$ cat config.mk
export PLATFORM = sky130hd
export DESIGN_NAME = text_line_wrap_flow_top
export DESIGN_NICKNAME = d
export VERILOG_FILES = /design/src/hw/rtl/tlw_pkg.sv /design/src/hw/rtl/tlw_front.sv /design/src/hw/rtl/tlw_queue.sv /design/src/hw/rtl/tlw_back.sv /design/src/hw/rtl/text_line_wrap_flow_top.sv
export SDC_FILE = /design/constraint.sdc
export NUM_CORES = 1
export LEC_CHECK = 0
export BUFFER_PORTS_ARGS = -buffer_cell sky130_fd_sc_hd__buf_2
export CAP_MARGIN = 20
export CORE_AREA = 2 2 183 185
export CTS_BUF_LIST = sky130_fd_sc_hd__clkbuf_16
export DETAILED_ROUTE_END_ITERATION = 6
export DIE_AREA = 0 0 185 187
export PLACE_DENSITY = 0.48
export SYNTH_ARGS = -nofsm -noshare
export SYNTH_HDL_FRONTEND = slang
export SYNTH_HIERARCHICAL = 1
export SYNTH_SLANG_ARGS = --single-unit
$ cat constraint.sdc
create_clock -name clk -period 13.5 [get_ports clk]
set_input_delay 0 -clock clk [delete_from_list [all_inputs] [get_ports clk]]
set_output_delay 0 -clock clk [all_outputs]
set_load 0.05 [all_outputs]
$ cat src/hw/rtl/tlw_pkg.sv
// ----------------------------------------------------------------------------
// tlw_pkg
// Shared types, constants and the glyph measure function of the line wrapper.
// ----------------------------------------------------------------------------
package tlw_pkg;

	// Default and largest line count
	localparam int unsigned MAX_LINES_DEFAULT = 64;
	localparam int unsigned MAX_LINES_LIMIT   = 127;

	// Command queue between front and back
	localparam int unsigned Q_DEPTH = 2;

	// Configuration register indexes
	localparam logic [1:0] REG_MAX_WIDTH    = 2'd0;
	localparam logic [1:0] REG_CHAR_SPACING = 2'd1;

	// Reset values of the configuration registers
	localparam logic [15:0] MAX_WIDTH_RESET    = 16'hFFFF;
	localparam logic [15:0] CHAR_SPACING_RESET = 16'h0000;

	// Input opcodes
	localparam logic OP_PLACE  = 1'b0;
	localparam logic OP_FINISH = 1'b1;

	// Result kinds
	localparam logic KIND_CHAR     = 1'b0;
	localparam logic KIND_LINE_END = 1'b1;

	// One queued command: an optional line end, then an optional character
	typedef struct packed {
		logic       has_end;
		logic       has_char;
		logic [7:0] ch;
	} tlw_cmd_t;

	// Result of measuring one glyph against the line state
	typedef struct packed {
		logic [15:0] w;
		logic [8:0]  rem;
		logic        pend;
	} tlw_meas_t;

	// Width after one glyph, clamped to 0..65535, with the new line state
	function automatic tlw_meas_t tlw_measure(
		input logic [15:0] base,
		input logic [8:0]  rem,
		input logic        pend,
		input logic        present,
		input logic [7:0]  offset,
		input logic [7:0]  advance,
		input logic [15:0] spacing
	);
		logic [16:0] acc;
		logic [8:0]  whole;
		logic        round_up;
		logic [18:0] sum;
		tlw_meas_t   m;
		m.rem    = rem;
		m.pend   = pend;
		m.w      = base;
		sum      = {3'b000, base};
		// signed fraction accumulator, whole part truncated toward zero
		acc      = {spacing[15], spacing} + {{8{rem[8]}}, rem};
		round_up = acc[16] && (acc[7:0] != 8'h00);
		whole    = acc[16:8] + {8'h00, round_up};
		if (present) begin
			if (pend) begin
				m.pend = 1'b0;
				if (!offset[7] && offset != 8'h00) begin
					sum = sum + {11'h000, offset};
				end
			end else begin
				sum   = sum + {{10{whole[8]}}, whole};
				m.rem = {round_up, acc[7:0]};
			end
			sum = sum + {11'h000, advance};
		end
		// clamp to the 16 bit range
		if (sum[18]) begin
			m.w = 16'h0000;
		end else if (sum[17:16] != 2'b00) begin
			m.w = 16'hFFFF;
		end else begin
			m.w = sum[15:0];
		end
		return m;
	endfunction

endpackage

$ cat src/hw/rtl/tlw_front.sv
// ----------------------------------------------------------------------------
// tlw_front
// Accepts items, holds the line state and the configuration registers, and
// turns each item into at most one queued command.
// ----------------------------------------------------------------------------
module tlw_front #(
	parameter int unsigned MaxLines = tlw_pkg::MAX_LINES_DEFAULT
) (
	input  logic             clk,
	input  logic             arst_n,
	input  logic             in_valid,
	output logic             in_stall,
	input  logic             opcode,
	input  logic [7:0]       char_code,
	input  logic             glyph_present,
	input  logic [7:0]       glyph_left_offset,
	input  logic [7:0]       glyph_advance,
	input  logic             cfg_valid,
	output logic             cfg_ready,
	input  logic [1:0]       cfg_index,
	input  logic [15:0]      cfg_data,
	input  logic             q_full,
	output logic             q_push,
	output tlw_pkg::tlw_cmd_t q_cmd
);

	localparam int unsigned LW = $clog2(MaxLines + 1);

	logic [15:0]   max_width_q;
	logic [15:0]   char_spacing_q;
	logic [15:0]   width_q;
	logic [8:0]    rem_q;
	logic          pend_q;
	logic [LW-1:0] lines_q;

	logic              accept;
	logic              lines_left;
	logic              last_line;
	tlw_pkg::tlw_meas_t m_cur;
	tlw_pkg::tlw_meas_t m_new;
	logic              fits;

	assign in_stall  = q_full;
	assign cfg_ready = 1'b1;
	assign accept    = in_valid && !q_full;

	// Measure on the current line and on a fresh line
	assign m_cur = tlw_pkg::tlw_measure(width_q, rem_q, pend_q, glyph_present,
		glyph_left_offset, glyph_advance, char_spacing_q);
	assign m_new = tlw_pkg::tlw_measure(16'h0000, 9'h000, 1'b1, glyph_present,
		glyph_left_offset, glyph_advance, char_spacing_q);

	assign lines_left = lines_q < LW'(MaxLines);
	assign last_line  = (lines_q + LW'(1)) == LW'(MaxLines);
	assign fits       = (m_cur.w < max_width_q) || pend_q;

	// Classify the item into a command
	always_comb begin
		q_push = 1'b0;
		q_cmd  = '{has_end: 1'b0, has_char: 1'b0, ch: 8'h00};
		if (accept && lines_left) begin
			q_push = 1'b1;
			if (opcode == tlw_pkg::OP_FINISH) begin
				q_cmd.has_end = 1'b1;
			end else if (fits) begin
				q_cmd.has_char = 1'b1;
				q_cmd.ch       = char_code;
			end else begin
				q_cmd.has_end  = 1'b1;
				q_cmd.has_char = !last_line;
				q_cmd.ch       = char_code;
			end
		end
	end

	// Write configuration registers
	always_ff @(posedge clk or negedge arst_n) begin
		if (!arst_n) begin
			max_width_q    <= tlw_pkg::MAX_WIDTH_RESET;
			char_spacing_q <= tlw_pkg::CHAR_SPACING_RESET;
		end else if (cfg_valid) begin
			if (cfg_index == tlw_pkg::REG_MAX_WIDTH) begin
				max_width_q <= cfg_data;
			end else if (cfg_index == tlw_pkg::REG_CHAR_SPACING) begin
				char_spacing_q <= cfg_data;
			end
		end
	end

	// Advance the line state on each accepted item
	always_ff @(posedge clk or negedge arst_n) begin
		if (!arst_n) begin
			width_q <= '0;
			rem_q   <= '0;
			pend_q  <= 1'b1;
			lines_q <= '0;
		end else if (accept) begin
			if (opcode == tlw_pkg::OP_FINISH) begin
				width_q <= '0;
				rem_q   <= '0;
				pend_q  <= 1'b1;
				lines_q <= '0;
			end else if (lines_left) begin
				if (fits) begin
					width_q <= m_cur.w;
					rem_q   <= m_cur.rem;
					pend_q  <= m_cur.pend;
				end else begin
					lines_q <= lines_q + LW'(1);
					if (last_line) begin
						width_q <= '0;
						rem_q   <= '0;
						pend_q  <= 1'b1;
					end else begin
						width_q <= m_new.w;
						rem_q   <= m_new.rem;
						pend_q  <= m_new.pend;
					end
				end
			end
		end
	end

endmodule

$ cat src/hw/rtl/tlw_queue.sv
// ----------------------------------------------------------------------------
// tlw_queue
// Short command FIFO that decouples the front from the back.
// ----------------------------------------------------------------------------
module tlw_queue (
	input  logic              clk,
	input  logic              arst_n,
	input  logic              push,
	input  tlw_pkg::tlw_cmd_t push_cmd,
	input  logic              pop,
	output logic              full,
	output logic              not_empty,
	output tlw_pkg::tlw_cmd_t head
);

	localparam int unsigned PW = $clog2(tlw_pkg::Q_DEPTH);

	tlw_pkg::tlw_cmd_t entry_q [tlw_pkg::Q_DEPTH];
	logic [PW-1:0]     wr_q;
	logic [PW-1:0]     rd_q;
	logic [PW:0]       count_q;

	assign full      = count_q == (PW + 1)'(tlw_pkg::Q_DEPTH);
	assign not_empty = count_q != '0;
	assign head      = entry_q[rd_q];

	// Store pushed commands
	always_ff @(posedge clk) begin
		if (push) begin
			entry_q[wr_q] <= push_cmd;
		end
	end

	// Advance pointers and the fill count
	always_ff @(posedge clk or negedge arst_n) begin
		if (!arst_n) begin
			wr_q    <= '0;
			rd_q    <= '0;
			count_q <= '0;
		end else begin
			if (push) begin
				wr_q <= (wr_q == PW'(tlw_pkg::Q_DEPTH - 1)) ? '0 : wr_q + PW'(1);
			end
			if (pop) begin
				rd_q <= (rd_q == PW'(tlw_pkg::Q_DEPTH - 1)) ? '0 : rd_q + PW'(1);
			end
			if (push && !pop) begin
				count_q <= count_q + (PW + 1)'(1);
			end else if (pop && !push) begin
				count_q <= count_q - (PW + 1)'(1);
			end
		end
	end

endmodule

$ cat src/hw/rtl/tlw_back.sv
// ----------------------------------------------------------------------------
// tlw_back
// Expands each queued command into one or two results through an output
// register.
// ----------------------------------------------------------------------------
module tlw_back (
	input  logic              clk,
	input  logic              arst_n,
	input  logic              q_not_empty,
	input  tlw_pkg::tlw_cmd_t q_head,
	output logic              q_pop,
	output logic              out_valid,
	input  logic              out_stall,
	output logic              kind,
	output logic [7:0]        out_char,
	output logic              last_of_run
);

	logic       valid_q;
	logic       end_done_q;
	logic       kind_q;
	logic [7:0] char_q;
	logic       last_q;

	logic       load;
	logic       take_end;

	assign out_valid   = valid_q;
	assign kind        = kind_q;
	assign out_char    = char_q;
	assign last_of_run = last_q;

	// Output register free and a command waiting
	assign load     = q_not_empty && (!valid_q || !out_stall);
	assign take_end = q_head.has_end && !end_done_q;
	assign q_pop    = load && (!take_end || !q_head.has_char);

	// Hold control state of the output register
	always_ff @(posedge clk or negedge arst_n) begin
		if (!arst_n) begin
			valid_q    <= 1'b0;
			end_done_q <= 1'b0;
		end else begin
			if (load) begin
				valid_q    <= 1'b1;
				end_done_q <= take_end && q_head.has_char;
			end else if (!out_stall) begin
				valid_q <= 1'b0;
			end
		end
	end

	// Load the result payload
	always_ff @(posedge clk) begin
		if (load) begin
			if (take_end) begin
				kind_q <= tlw_pkg::KIND_LINE_END;
				char_q <= 8'h00;
				last_q <= !q_head.has_char;
			end else begin
				kind_q <= tlw_pkg::KIND_CHAR;
				char_q <= q_head.ch;
				last_q <= 1'b1;
			end
		end
	end

endmodule

$ cat src/hw/rtl/text_line_wrap_flow_top.sv
// ----------------------------------------------------------------------------
// text_line_wrap_flow_top
// Greedy line wrapper: breaks a character stream into lines narrower than
// max_width pixels (a line's first glyph always fits) and emits placed characters and line ends.
//
//   Channel  Handshake            Payload
//   in       in_valid / in_stall  opcode, char_code, glyph_present,
//                                 glyph_left_offset, glyph_advance
//   out      out_valid/ out_stall kind, out_char, last_of_run
//   cfg      cfg_valid/ cfg_ready cfg_index, cfg_data
//
// The front measures and classifies an item in the cycle it is accepted and
// pushes at most one command into a two-entry queue; it takes one item per
// cycle while the queue has room. The back sends one result per cycle while
// out_stall is low, so a wrap (line end plus character) costs the back two
// results; sustained rate is one item per cycle without wraps.
// Reset puts max_width at 65535, char_spacing at 0 and clears the line state.
// A stall on the output fills the queue, then raises in_stall.
// ----------------------------------------------------------------------------
module text_line_wrap_flow_top #(
	parameter int unsigned MaxLines = tlw_pkg::MAX_LINES_DEFAULT
) (
	input  logic        clk,
	input  logic        arst_n,
	input  logic        in_valid,
	output logic        in_stall,
	input  logic        opcode,
	input  logic [7:0]  char_code,
	input  logic        glyph_present,
	input  logic [7:0]  glyph_left_offset,
	input  logic [7:0]  glyph_advance,
	output logic        out_valid,
	input  logic        out_stall,
	output logic        kind,
	output logic [7:0]  out_char,
	output logic        last_of_run,
	input  logic        cfg_valid,
	output logic        cfg_ready,
	input  logic [1:0]  cfg_index,
	input  logic [15:0] cfg_data
);

	logic              q_full;
	logic              q_push;
	logic              q_pop;
	logic              q_not_empty;
	tlw_pkg::tlw_cmd_t q_cmd;
	tlw_pkg::tlw_cmd_t q_head;

	// Classify items and keep the line state
	tlw_front #(
		.MaxLines(MaxLines)
	) u_front (
		.clk               (clk),
		.arst_n            (arst_n),
		.in_valid          (in_valid),
		.in_stall          (in_stall),
		.opcode            (opcode),
		.char_code         (char_code),
		.glyph_present     (glyph_present),
		.glyph_left_offset (glyph_left_offset),
		.glyph_advance     (glyph_advance),
		.cfg_valid         (cfg_valid),
		.cfg_ready         (cfg_ready),
		.cfg_index         (cfg_index),
		.cfg_data          (cfg_data),
		.q_full            (q_full),
		.q_push            (q_push),
		.q_cmd             (q_cmd)
	);

	// Decouple front and back
	tlw_queue u_queue (
		.clk       (clk),
		.arst_n    (arst_n),
		.push      (q_push),
		.push_cmd  (q_cmd),
		.pop       (q_pop),
		.full      (q_full),
		.not_empty (q_not_empty),
		.head      (q_head)
	);

	// Emit results
	tlw_back u_back (
		.clk         (clk),
		.arst_n      (arst_n),
		.q_not_empty (q_not_empty),
		.q_head      (q_head),
		.q_pop       (q_pop),
		.out_valid   (out_valid),
		.out_stall   (out_stall),
		.kind        (kind),
		.out_char    (out_char),
		.last_of_run (last_of_run)
	);

endmodule
Word-level counts from Yosys, hierarchy flattened
Memory sizes are Yosys's and may differ from the RTL's.
Index checks and enable logic that the tools add are counted.
- muxes and demuxes: 43
- reductions and logical operators: 37
- order comparisons: 2
- add/subtract/negate cells: 11
- bitwise operators: 1
- eq/ne operators: 7
- operators by type and width (operator ; count):
    two-way mux 16 bit ; 8
    two-way mux 19 bit ; 6
    two-way mux 9 bit ; 6
    adder 19 x 8 -> 19 bit ; 2
    two-way mux 7 bit ; 3
    two-way mux 10 bit ; 2
    adder 17 x 9 -> 18 bit ; 1
    adder 16 x 8 -> 17 bit ; 1
    adder 16 x 9 -> 17 bit ; 1
    less-than comparator 16 bit ; 1
    nonzero test 8 bit ; 2
    two-way mux 1 bit ; 15
    logical AND 1 bit ; 10
    zero test 1 bit ; 10
    nonzero test 2 bit ; 5
    adder 9 x 1 -> 9 bit ; 1
    AND reduction 3 bit ; 3
    two-way mux 8 bit ; 1
    adder 7 x 1 -> 7 bit, second input constant ; 1
    == test 7 bit, second input constant ; 1
    less-than comparator 7 bit, second input constant ; 1
    inequality test 3 bit, second input constant ; 2
    two-way mux 2 bit ; 2
    AND reduction 2 bit ; 2
    11 further kinds ; 14
- memories: 1
- output and inout port bits: 13
- memory bits (writable): 20
- logic and storage cells: 116
- input bits: 49
- bits in registers: 81
- memory list (name ; depth ; width ; rd ports ; clocked after Yosys merged registers in ; wr ports ; RTL line ; source):
    u_queue.entry_q ; 2 ; 10 ; 1 ; 0 ; 1 ; tlw_queue.sv:18 ; tlw_pkg::tlw_cmd_t entry_q [tlw_pkg::Q_DEPTH];

Depth between registers and ports, before layout
Gate-level depths: netlist of the first run.
- word-level depth: 17
- depth in mapped cells: 49
- mapped depth without buffers: 46

Modules after synthesis
The synthesis of the first run kept the hierarchy.
- by module, submodules not included (module ; seq. area each (um^2) ; times used ; area an instance (um^2) ; cells an instance):
    tlw_front ; 1647.8 ; 1 ; 6964.2 ; 791
    tlw_queue ; 700.7 ; 1 ; 949.7 ; 47
    tlw_back ; 350.3 ; 1 ; 473.0 ; 28

Least setup slack after synthesis of the first run
Ideal clock, no wire load.
- path kind: register -> register
- start point: register u_front.char_spacing_q[0]
- end point: register u_front.width_q[2]
- cell stages (with the launch flop): 48
- data required time: 13.374 ns
- arrival: 8.616 ns
- clock period less this slack: 8.742 ns
- path buffers: 2
- library setup time: 0.126 ns
- slack: 4.758 ns
- cells stage by stage: dfrtp_1 ha_1 inv_1 fa_1 nand2b_1 a211oi_2 o21ai_2 a21oi_2 o311ai_4 o41a_1 ha_1 ha_1 nand3b_1 or2_2 xnor2_1 ha_1 a211oi_1 o211ai_2 [12 not listed] o211a_1 clkbuf_1 o221a_2 ha_1 a21oi_1 nor2b_1 o21ai_0 nand2b_1 a21oi_1 nor2b_1 o21ai_0 nand2b_1 a221o_1 and2_1 a41oi_4 buf_4 nor3_1 a221o_1
- cells in the longest elaborated chain, start to end: 17
- ends and longest elaborated chain (what ; RTL line ; source):
    start: declaration ; tlw_front.sv:30 ; logic [15:0] char_spacing_q;
    start signal: assignment ; tlw_front.sv:80 ; char_spacing_q <= tlw_pkg::CHAR_SPACING_RESET;
    start signal: assignment ; tlw_front.sv:85 ; char_spacing_q <= cfg_data;
    adder 16 x 9 -> 17 bit (*) ; tlw_pkg.sv:64 ; acc = {spacing[15], spacing} + {{8{rem[8]}}, rem};
    nonzero test 8 bit ; tlw_pkg.sv:65 ; round_up = acc[16] && (acc[7:0] != 8'h00);
    logical AND 1 bit ; tlw_pkg.sv:65 ;
    adder 9 x 1 -> 9 bit (*) ; tlw_pkg.sv:66 ; whole = acc[16:8] + {8'h00, round_up};
    adder 17 x 9 -> 18 bit (*) ; tlw_pkg.sv:74 ; sum = sum + {{10{whole[8]}}, whole};
    two-way mux 19 bit (*) ; tlw_pkg.sv:68 ; if (pend) begin
    two-way mux 19 bit (*) ; tlw_pkg.sv:67 ; if (present) begin
    adder 19 x 8 -> 19 bit (*) ; tlw_pkg.sv:77 ; sum = sum + {11'h000, advance};
    two-way mux 19 bit (*) ; tlw_pkg.sv:67 ;
    nonzero test 2 bit ; tlw_pkg.sv:82 ; end else if (sum[17:16] != 2'b00) begin
    two-way mux 16 bit ; tlw_pkg.sv:82 ;
    two-way mux 16 bit (*) ; tlw_pkg.sv:80 ; if (sum[18]) begin
    less-than comparator 16 bit ; tlw_front.sv:55 ; assign fits = (m_cur.w < max_width_q) || pend_q;
    logical OR 1 bit ; tlw_front.sv:55 ;
    two-way mux 16 bit (*) ; tlw_front.sv:104 ; if (fits) begin
    two-way mux 16 bit (*) ; tlw_front.sv:103 ; end else if (lines_left) begin
    two-way mux 16 bit (*) ; tlw_front.sv:98 ; if (opcode == tlw_pkg::OP_FINISH) begin
    end signal: assignment ; tlw_front.sv:105 ; width_q <= m_cur.w;
    end signal: assignment ; tlw_front.sv:115 ; width_q <= m_new.w;
    end: declaration ; tlw_front.sv:31 ; logic [15:0] width_q;
Every way passes the cells marked *; elsewhere a longest branch is shown, timed or not. The select of a mux whose other input is x is not followed.
A chain may end at the register's enable or synchronous reset.

Worst setup path in the final report of the first run
- start point: register u_front.char_spacing_q[0]
- end point: register u_front.width_q[7]
Same word-level chain as after synthesis.

==> results.ini, run 1 <==
[layout]
drive_gt1_share_pct=18.45
area_delta_synth_final_pct=15.65
nFillCells=3485
seqCellArea_um2=2699
stdcell_count=1391
nets=1068
diodes=0
final_common_cell=ha_1
layout_common_cells=ha_1 (76), buf_2 (59), nand2_1 (56)
multi_input_area_um2=5379

[clocking]
clk_pin_slew_ns=0.08
clockBufferDepth=2
cts_setup_buffers=0
cts_sinks=101
cts.htree.levels=3
clock-root-buffer=clkbuf_16
cts_tree=yes
cts_made_buffers=9
ctsResizeCount=0
clock_latency_ns=0.35

[worst_setup_path]
crit_arrival_ns=10.79
crit_top_cell=ha_1
startpoint_type=register
worstSetupPathType=reg2reg
path_max_fanout=19
path_buf_inv=1
crit_path_end_kind=register
slowest_stage=and2_1
timing.critical_path.max_delay_family=compound AO/OA/AOI/OAI gates
crit_required_ns=13.79
slowest_delay_ns=0.59

[logic_synthesis]
ys_top_cells_by_area=dfrtp_1 (16%), ha_1 (11%), edfxtp_1 (11%)
synthArstFlopShare_pct=70.30
yosys.area_share.xor_xnor_pct=6.669
synth_top_area_share_pct=16.11
synth_area_um2=8387
synth-edff-count=30
ys_seq_area_share_pct=32.18
synth_nets=996
synth-simple-area-share_pct=16.92
yosysTopAreaCell=dfrtp_1
postSynthAreaPerCell_um2=9.685
synthAdderAreaFrac_pct=12.53
ys_ff_latch=101
ys_types=93
synth_top_family_by_area=compound AO/OA/AOI/OAI gates
synth_mux_area_share_pct=5.415
syn_inst=866
synth_ff_type=dfrtp_1
yosysWarnings=6
synth-compound-area-share_pct=22.45

[route]
drcViolationCount=0
wl_um=22150
avgViaCountPerCell=4.769
vias=6633
drt_pass1_iterations=5
ant_nets=0
wire_per_inst_um=15.93
initialDrtViolationCount=390

[power_and_ir_drop]
internal_power_mw=1.275
peakVddDrop_uv=85.31
power.share.clock_pct=10.4
p_seq_share_pct=21.2
power_density_nw_per_um2=259.1
power.leakage_nw=4.103
comb_power_share_pct=68.5
power.net_switching_mw=1.238
swShare_pct=49.25

[global_route]
grt_pass1_vias=6534
grt_max_degree=72
grt_pass1_wl_um=35750
grt.total_usage_pct=12.90
grt_overflow=0
grt_antenna_before_repair=1

[place]
place_inst=1348
portBuffers=60
dp_hpwl_um=17540
gp_congestion=0.7967

[floorplanning]
rows=67
initial_core_util_pct=25.52
die_h_um=187
pin_count=62
core_um2=32860
die_x_um=185
die_area_um2=34600

[timing]
hold_violations=0
finalSetupViolations=0
relSlewSlack_pct=37.60
fmaxAchievable_mhz=95.18
grt_setup_unrepaired=false
worstMarginPinSlew_ns=0.9341
finalSetupTns_ns=0
slew_viol_final=0
skew_ns=0.01679
fin_crit_sh_pct=77.82
fin_crit_ns=10.51

[worst_hold_path]
hold_class=in2reg

[outcome]
status=complete, no violations

[job]
cap_violations=0

[metal layers]
layer / up-vias / routed length [µm] / share of wire, % / track usage, %
met2: 92 / 10550 / 48 / 21.75
met3: 16 / 600 / 2.7 / 1.519
li1: 3369 / - / - / -
met5: - / 13 / 0.059 / 0
met4: 2 / 248 / 1.1 / 2.473
met1: 3154 / 10740 / 48 / 17.77
[synthesized netlist by cell type, types with 17 or more instances]
master    count
ha_1         76
a21o_1       25
clkbuf_1     17
nor2_1       44
edfxtp_1     30
inv_1        45
xnor2_1      36
mux2_2       19
o21ai_0      43
nand2_1      56
a21oi_1      53
xor2_1       26
nand3_1      24
dfstp_2      17
and2_1       28
dfrtp_1      54
nor2b_1      20
[registers in the layout, summed over array words and instances (netlist names), 2 cells and up]
name                    flops
u_queue/entry_q            20
u_front/char_spacing_q     16
u_front/max_width_q        16
u_front/width_q            16
u_front/rem_q               9
u_back/out_char             8
u_front/lines_q             7
u_queue/count_q             2
[cell type report]
type / count / area share, %
sequential: 101 / 27.83
timing repair buffer: 89 / 6.063
inverter: 46 / 1.780
tap: 448 / 5.779
clock inverter: 7 / 0.7740
multi-input combinational: 691 / 55.46
clock buffer: 9 / 2.322
[power by group through the flow]
stage | registers [mW] | logic, mW | clock network, mW
final | 0.532 | 1.72 | 0.260
after global routing | 0.546 | 1.91 | 0.280
after CTS | 0.534 | 1.73 | 0.269
after detailed placement | 0.538 | 1.71 | 0
after global placement | 0.540 | 1.71 | 0
after floorplan | 0.540 | 1.32 | 0
[path summary, 6_finish.rpt]
kind | from | endpoint | slack, ns | depth (start not counted)
setup / recovery | u_front/char_spacing_q[0] | u_front/width_q[7] | 2.99 | 45
hold / removal | cfg_index[1] | u_front/max_width_q[10] | 0.16 | 5
setup reg to reg | u_front/char_spacing_q[0] | u_front/width_q[7] | 2.99 | 45
hold reg to reg | u_queue/count_q[1] | u_queue/count_q[1] | 0.49 | 1
max in group asynchronous | arst_n | u_front/lines_q[6] | 12.55 | 2
min in group asynchronous | arst_n | u_front/char_spacing_q[6] | 0.34 | 2
[per-stage QoR]
stage                     hold WS [ns]  setup WS [ns]  cell area [µm²]  total power, mW  utilization [%]
after floorplan                -0.2956          4.758             8387            1.856                -
after global placement          0.2075          3.178             9129            2.254            27.78
after detailed placement        0.2233          3.064             9129            2.252            27.78
after CTS                       0.1582          3.011             9699            2.530            29.52
after global routing            0.1711          2.206             9699            2.740            29.52
final                           0.1645          2.994             9699            2.513            29.52
[cell families after synthesis]
group	count (synthesis)
adders and majority gates	81
xor gates and xnor gates	63
AOI/OAI and AO/OA	248
buffers and inverters	74
other	2
DFF	101
muxes	38
and+or+nand+nor	259
[what timing repair did]
action,in CTS,in global routing
hold endpoints to repair,104,0
setup endpoints to repair,0,0
hold buffers,27,0
[worst reg2reg max path, delay by kind of cell, from the launching register on]
kind	cells	cell delay (ns)
buffers and inverters	1	0.07
AND/OR/NAND/NOR	16	3.30
AO/OA/AOI/OAI	20	4.59
flip-flops	1	0.38
XOR/XNOR	1	0.28
adder cells (fa/ha/maj)	7	1.83
(Power assumes the default switching activity.)
==> run 2, diff against run 1 <==
==> constraint.sdc (replaced) <==
create_clock -name clk -period 10.2 [get_ports clk]
set_input_delay 0 -clock clk [delete_from_list [all_inputs] [get_ports clk]]
set_output_delay 0 -clock clk [all_outputs]
set_load 0.05 [all_outputs]
==> results.ini, run 2 (synthesis gave the netlist of run 1 again) <==
[timing]
slew_viol_final=0  ; unchanged
relSlewSlack_pct=33.31  ; was 37.60%
setup_slack_ns=0.7053  ; was 2.994 ns
hold_violations=0  ; unchanged
finalSetupViolations=0  ; unchanged
fin_crit_ns=9.495  ; was 10.51 ns
fmaxAchievable_mhz=105.3  ; was 95.18 MHz
fin_crit_sh_pct=93.09  ; was 77.82%
skew_ns=0.008380  ; was 0.01679 ns
worstMarginPinSlew_ns=0.9983  ; was 0.9341 ns

[worst_setup_path]
cp-endpoint=u_front/width_q[3]  ; was u_front/width_q[7]
path_max_fanout=17  ; was 19
startpoint_type=register  ; unchanged
crit_path_end_kind=register  ; unchanged
crit_top_cell=ha_1  ; unchanged
startpoint=u_front/char_spacing_q[0]  ; unchanged
rr_startpoint=u_front/char_spacing_q[0]  ; unchanged
r2r_slack_ns=0.71  ; was 2.99 ns
crit_arrival_ns=9.73  ; was 10.79 ns
crit_required_ns=10.44  ; was 13.79 ns
slowest_delay_ns=0.42  ; was 0.59 ns
worstSetupPathType=reg2reg  ; unchanged
rr_worst_depth=46  ; was 45
timing.rr.end=u_front/width_q[3]  ; was u_front/width_q[7]
slowest_stage=or3b_4  ; was and2_1

[route]
drt_pass1_iterations=5  ; unchanged
wire_per_inst_um=16.11  ; was 15.93 µm
avgViaCountPerCell=4.786  ; was 4.769
wl_um=22550  ; was 22150 µm
vias=6700  ; was 6633
initialDrtViolationCount=396  ; was 390
ant_nets=0  ; unchanged
drcViolationCount=0  ; unchanged

[global_route]
grt_max_degree=72  ; unchanged
grt_pass1_vias=6701  ; was 6534
grt_pass1_wl_um=36490  ; was 35750 µm
grt_antenna_before_repair=1  ; unchanged
grt_overflow=0  ; unchanged
grt.total_usage_pct=13.29  ; was 12.90%

[clocking]
clock_latency_ns=0.35  ; about the same
clk_pin_slew_ns=0.07  ; was 0.08 ns
cts.htree.levels=3  ; unchanged
clockBufferDepth=2  ; unchanged
clock-root-buffer=clkbuf_16  ; unchanged
cts_made_buffers=9  ; unchanged
cts_sinks=101  ; unchanged
cts_tree=yes  ; unchanged

[floorplanning]
rows=67  ; unchanged
pin_count=62  ; unchanged
die_x_um=185  ; unchanged
initial_core_util_pct=25.52  ; unchanged
die_h_um=187  ; unchanged
core_um2=32860  ; unchanged
die_area_um2=34600  ; unchanged

[power_and_ir_drop]
p_total_mw=3.387  ; was 2.513 mW
power_density_nw_per_um2=346.7  ; was 259.1 nW/µm²
power.leakage_nw=4.135  ; was 4.103 nW
peakVddDrop_uv=111.9  ; was 85.31 µV

[layout]
layout_common_cells=ha_1 (76), buf_2 (59), nand2_1 (56)  ; unchanged
final_common_cell=ha_1  ; unchanged
area_delta_synth_final_pct=16.51  ; was 15.65%
nets=1077  ; was 1068
diodes=0  ; unchanged
largest_register_ffs=20  ; unchanged
largest_register=u_queue/entry_q  ; unchanged
finish.utilization_pct=29.74  ; was 29.52%
drive_gt1_share_pct=19.43  ; was 18.45%

[outcome]
status=complete, no violations  ; unchanged

[place]
place_ws_ns=0.2476  ; was 3.064 ns
portBuffers=60  ; unchanged
dp_hpwl_um=18000  ; was 17540 µm
gp_congestion=0.8321  ; was 0.7967

[worst_hold_path]
hold_class=in2reg  ; unchanged

[job]
cap_violations=0  ; unchanged

## run 2: cell count changes in the layout (fill, tap and decap cells not counted), sizes merged
cell,previous run,this run
clkinv,4,3
clkinvlp,1,2
buf,62,71
## run 2: stage by stage
step | area [µm²] | hold WS, ns | setup TNS, ns | std cells
4_1_cts | 9738 | 0.1478 | 0 | 1397
2_1_floorplan | 8387 | -0.2956 | 0 | 866
6_report | 9772 | 0.1547 | 0 | 1400
5_1_grt | 9772 | 0.1726 | -0.003878 | 1400
3_3_place_gp | 9174 | 0.2155 | 0 | 1354
3_5_place_dp | 9174 | 0.2110 | 0 | 1354
## run 2: cell type report
class                   instances  area, µm²
well taps                     448      560.5
fillers                      3494      23090
clock buffers                   9      225.2
repair buffers                 98      655.6
inverters                      46      172.7
flip-flops and latches        101       2699
clock inverters                 7      68.82
multi-input cells             691       5390
## run 2: power breakdown
group	leakage, nW	internal, mW	switching (mW)
registers	1.16	0.561	0.148
clock network	0.138	0.172	0.171
logic	2.84	0.990	1.35
## run 2: how the worst min path moves through the flow
stage	from	end	depth (start not counted)
finish	glyph_advance[1]	u_front/width_q[1]	3
global route	cfg_index[1]	u_front/max_width_q[1]	5
CTS	cfg_index[1]	u_front/max_width_q[1]	5
detailed placement	arst_n	u_front/char_spacing_q[2]	1
global placement	arst_n	u_front/rem_q[2]	1
floorplan	arst_n	u_back/end_done_q	0
## run 2: repair_timing
item                       CTS  global route
buffers inserted             0             3
setup endpoints to repair    0            37
resized for setup            0             4
hold buffers                27             0
hold endpoints to repair   104             0
## run 2: layer usage
layer  up-vias  part of all wire, %  global-route usage (%)
met3        27                  2.7                   1.674
met5         -                0.058                       0
li1       3376                    -                       -
met4         2                  1.9                   3.846
met2       100                   47                   22.26
met1      3195                   49                   17.86
## run 2: worst max-delay path: cells and delay by family (launching register included)
family / cells / cell delay (ns)
AO/OA/AOI/OAI: 20 / 3.92
buffers and inverters: 2 / 0.32
XOR/XNOR: 1 / 0.23
flip-flops: 1 / 0.39
adder cells (fa/ha/maj): 7 / 1.84
AND/OR/NAND/NOR: 16 / 2.65
==> run 3, diff against run 2 <==
--- a/config.mk
+++ b/config.mk
@@ -12,6 +12,7 @@
 export DETAILED_ROUTE_END_ITERATION = 6
 export DIE_AREA = 0 0 185 187
 export PLACE_DENSITY = 0.48
+export REMOVE_ABC_BUFFERS = 1
 export SYNTH_ARGS = -nofsm -noshare
 export SYNTH_HDL_FRONTEND = slang
 export SYNTH_HIERARCHICAL = 1
==> results.ini, run 3 (synthesis gave the netlist of run 1 again) <==
[worst_setup_path]
timing.rr.end=u_front/rem_q[7]  ; was u_front/width_q[3]
crit_top_cell=ha_1  ; unchanged
path_max_fanout=15  ; was 17
slowest_stage=ha_2  ; was or3b_4
rr_worst_depth=45  ; was 46
slowest_delay_ns=0.43  ; was 0.42 ns
crit_arrival_ns=9.63  ; was 9.73 ns
worstSetupPathType=reg2reg  ; unchanged
r2r_slack_ns=0.84  ; was 0.71 ns
crit_required_ns=10.47  ; was 10.44 ns
startpoint_type=register  ; unchanged
crit_path_end_kind=register  ; unchanged
rr_startpoint=u_front/char_spacing_q[0]  ; unchanged

[power_and_ir_drop]
power.leakage_nw=4.182  ; was 4.135 nW
peakVddDrop_uv=108.1  ; was 111.9 µV
power_density_nw_per_um2=348.7  ; was 346.7 nW/µm²

[worst_hold_path]
hold_class=in2reg  ; unchanged
hold_end=u_front/width_q[1]  ; unchanged
hp-start=glyph_advance[1]  ; unchanged
hold_depth=3  ; unchanged

[floorplanning]
pin_count=62  ; unchanged
die_x_um=185  ; unchanged
die_area_um2=34600  ; unchanged
initial_core_util_pct=25.52  ; unchanged
core_um2=32860  ; unchanged
rows=67  ; unchanged
die_h_um=187  ; unchanged

[global_route]
grt_max_degree=72  ; unchanged
grt_pass1_wl_um=36600  ; was 36490 µm
grt.total_usage_pct=13.29  ; about the same
grt_overflow=0  ; unchanged
grt_antenna_before_repair=0  ; was 1
grt_pass1_vias=6822  ; was 6701

[layout]
stdcell_count=1404  ; was 1400
area_delta_synth_final_pct=17.50  ; was 16.51%
diodes=0  ; unchanged
drive_gt1_share_pct=20.19  ; was 19.43%
finalInstanceArea_um2=9854  ; was 9772 µm²
layout_common_cells=ha_1 (75), buf_2 (59), nand2_1 (56)  ; was ha_1 (76), buf_2 (59), nand2_1 (56)
largest_register_ffs=20  ; unchanged
final_common_cell=ha_1  ; unchanged
nets=1081  ; was 1077
largest_register=u_queue/entry_q  ; unchanged
nFillCells=3454  ; was 3494

[clocking]
clock-root-buffer=clkbuf_16  ; unchanged
cts_sinks=101  ; unchanged
cts_tree=yes  ; unchanged
clockBufferDepth=2  ; unchanged
cts.htree.levels=3  ; unchanged
clk_pin_slew_ns=0.07  ; about the same
cts_made_buffers=9  ; unchanged
clock_latency_ns=0.36  ; was 0.35 ns

[timing]
worstMarginPinSlew_ns=0.9402  ; was 0.9983 ns
finalSetupViolations=0  ; unchanged
grt_setup_unrepaired=false
fin_crit_sh_pct=91.79  ; was 93.09%
skew_ns=0.008512  ; was 0.008380 ns
slew_viol_final=0  ; unchanged
finalSetupTns_ns=0  ; unchanged
fmaxAchievable_mhz=106.8  ; was 105.3 MHz
relSlewSlack_pct=37.32  ; was 33.31%
fin_crit_ns=9.362  ; was 9.495 ns
hold_violations=0  ; unchanged

[route]
wl_um=22690  ; was 22550 µm
avgViaCountPerCell=4.850  ; was 4.786
vias=6809  ; was 6700
drcViolationCount=0  ; unchanged
wire_per_inst_um=16.16  ; was 16.11 µm
ant_nets=0  ; unchanged
initialDrtViolationCount=409  ; was 396
drt_pass1_iterations=4  ; was 5

[place]
gp_congestion=0.8159  ; was 0.8321
place_inst=1355  ; was 1354
placed_cell_area_um2=9181  ; was 9174 µm²
portBuffers=60  ; unchanged
dp_hpwl_um=17860  ; was 18000 µm

[outcome]
status=complete, no violations  ; unchanged

[job]
cap_violations=0  ; unchanged

[run 3: cell types whose count changed in the layout (fill, tap and decap cells not counted), sizes merged]
cell      previous run  this run
bufinv               0         1
inv                 48        49
buf                 71        75
clkinvlp             2         0
[run 3: critical path, delay by kind of cell, from the launching register on]
| family | cells | cell delay (ns) |
|---|---|---|
| xor gates and xnor gates | 1 | 0.16 |
| and+or+nand+nor | 15 | 2.45 |
| adders and majority gates | 7 | 1.91 |
| AOI/OAI and AO/OA | 21 | 4.30 |
| buffers and inverters | 1 | 0.07 |
| DFF | 1 | 0.39 |
[run 3: what timing repair did]
| action | 4_1_cts | 5_1_grt |
|---|---|---|
| setup buffers | 0 | 6 |
| gates resized for setup | 0 | 9 |
| endpoints found under the hold margin | 104 | 0 |
| hold buffers | 27 | 0 |
| endpoints found under the setup margin | 0 | 37 |
[run 3: final cells by class]
| cell class | instances | area [µm²] | area share (%) |
|---|---|---|---|
| Multi-Input combinational cell | 691 | 5410 | 54.90 |
| Sequential cell | 101 | 2699 | 27.39 |
| Timing Repair Buffer | 102 | 689.4 | 6.996 |
| Tap cell | 448 | 560.5 | 5.688 |
| Clock buffer | 9 | 225.2 | 2.285 |
| Inverter | 46 | 172.7 | 1.752 |
| Clock inverter | 7 | 97.59 | 0.9904 |
[run 3: how the worst max path moves through the flow]
stage,to,start,slack [ns]
floorplan,u_front/width_q[1],u_front/char_spacing_q[0],1.37
global placement,u_front/pend_q,u_front/char_spacing_q[0],0.33
detailed placement,u_front/pend_q,u_front/char_spacing_q[0],0.21
CTS,u_front/pend_q,u_front/char_spacing_q[0],0.13
global route,u_front/width_q[8],u_front/char_spacing_q[0],0.04
finish,u_front/rem_q[7],u_front/char_spacing_q[0],0.84
[run 3: routing by layer]
layer	GRT usage (%)	wire length, µm
met3	1.791	602
met4	2.534	195
met5	0	0
met1	18.49	11430
met2	22.04	10460
[run 3: power by group]
| part | total [mW] | internal, mW | leakage, nW | switching (mW) |
|---|---|---|---|---|
| registers | 0.709 | 0.561 | 1.16 | 0.148 |
| clock network | 0.372 | 0.199 | 0.159 | 0.173 |
| logic | 2.36 | 1.01 | 2.87 | 1.35 |
| total | 3.44 | 1.77 | 4.18 | 1.67 |
[run 3: stage by stage]
step           power [mW]  hold WS [ns]  util [%]  worst slack, ns
2_1_floorplan       2.426       -0.2956         -            1.374
3_3_place_gp        3.021        0.2133     27.94           0.3255
3_5_place_dp        3.023        0.2210     27.94           0.2083
4_1_cts             3.420        0.1527     29.74           0.1285
5_1_grt             3.749        0.1911     29.99          0.04350
6_report            3.436        0.1519     29.99           0.8375
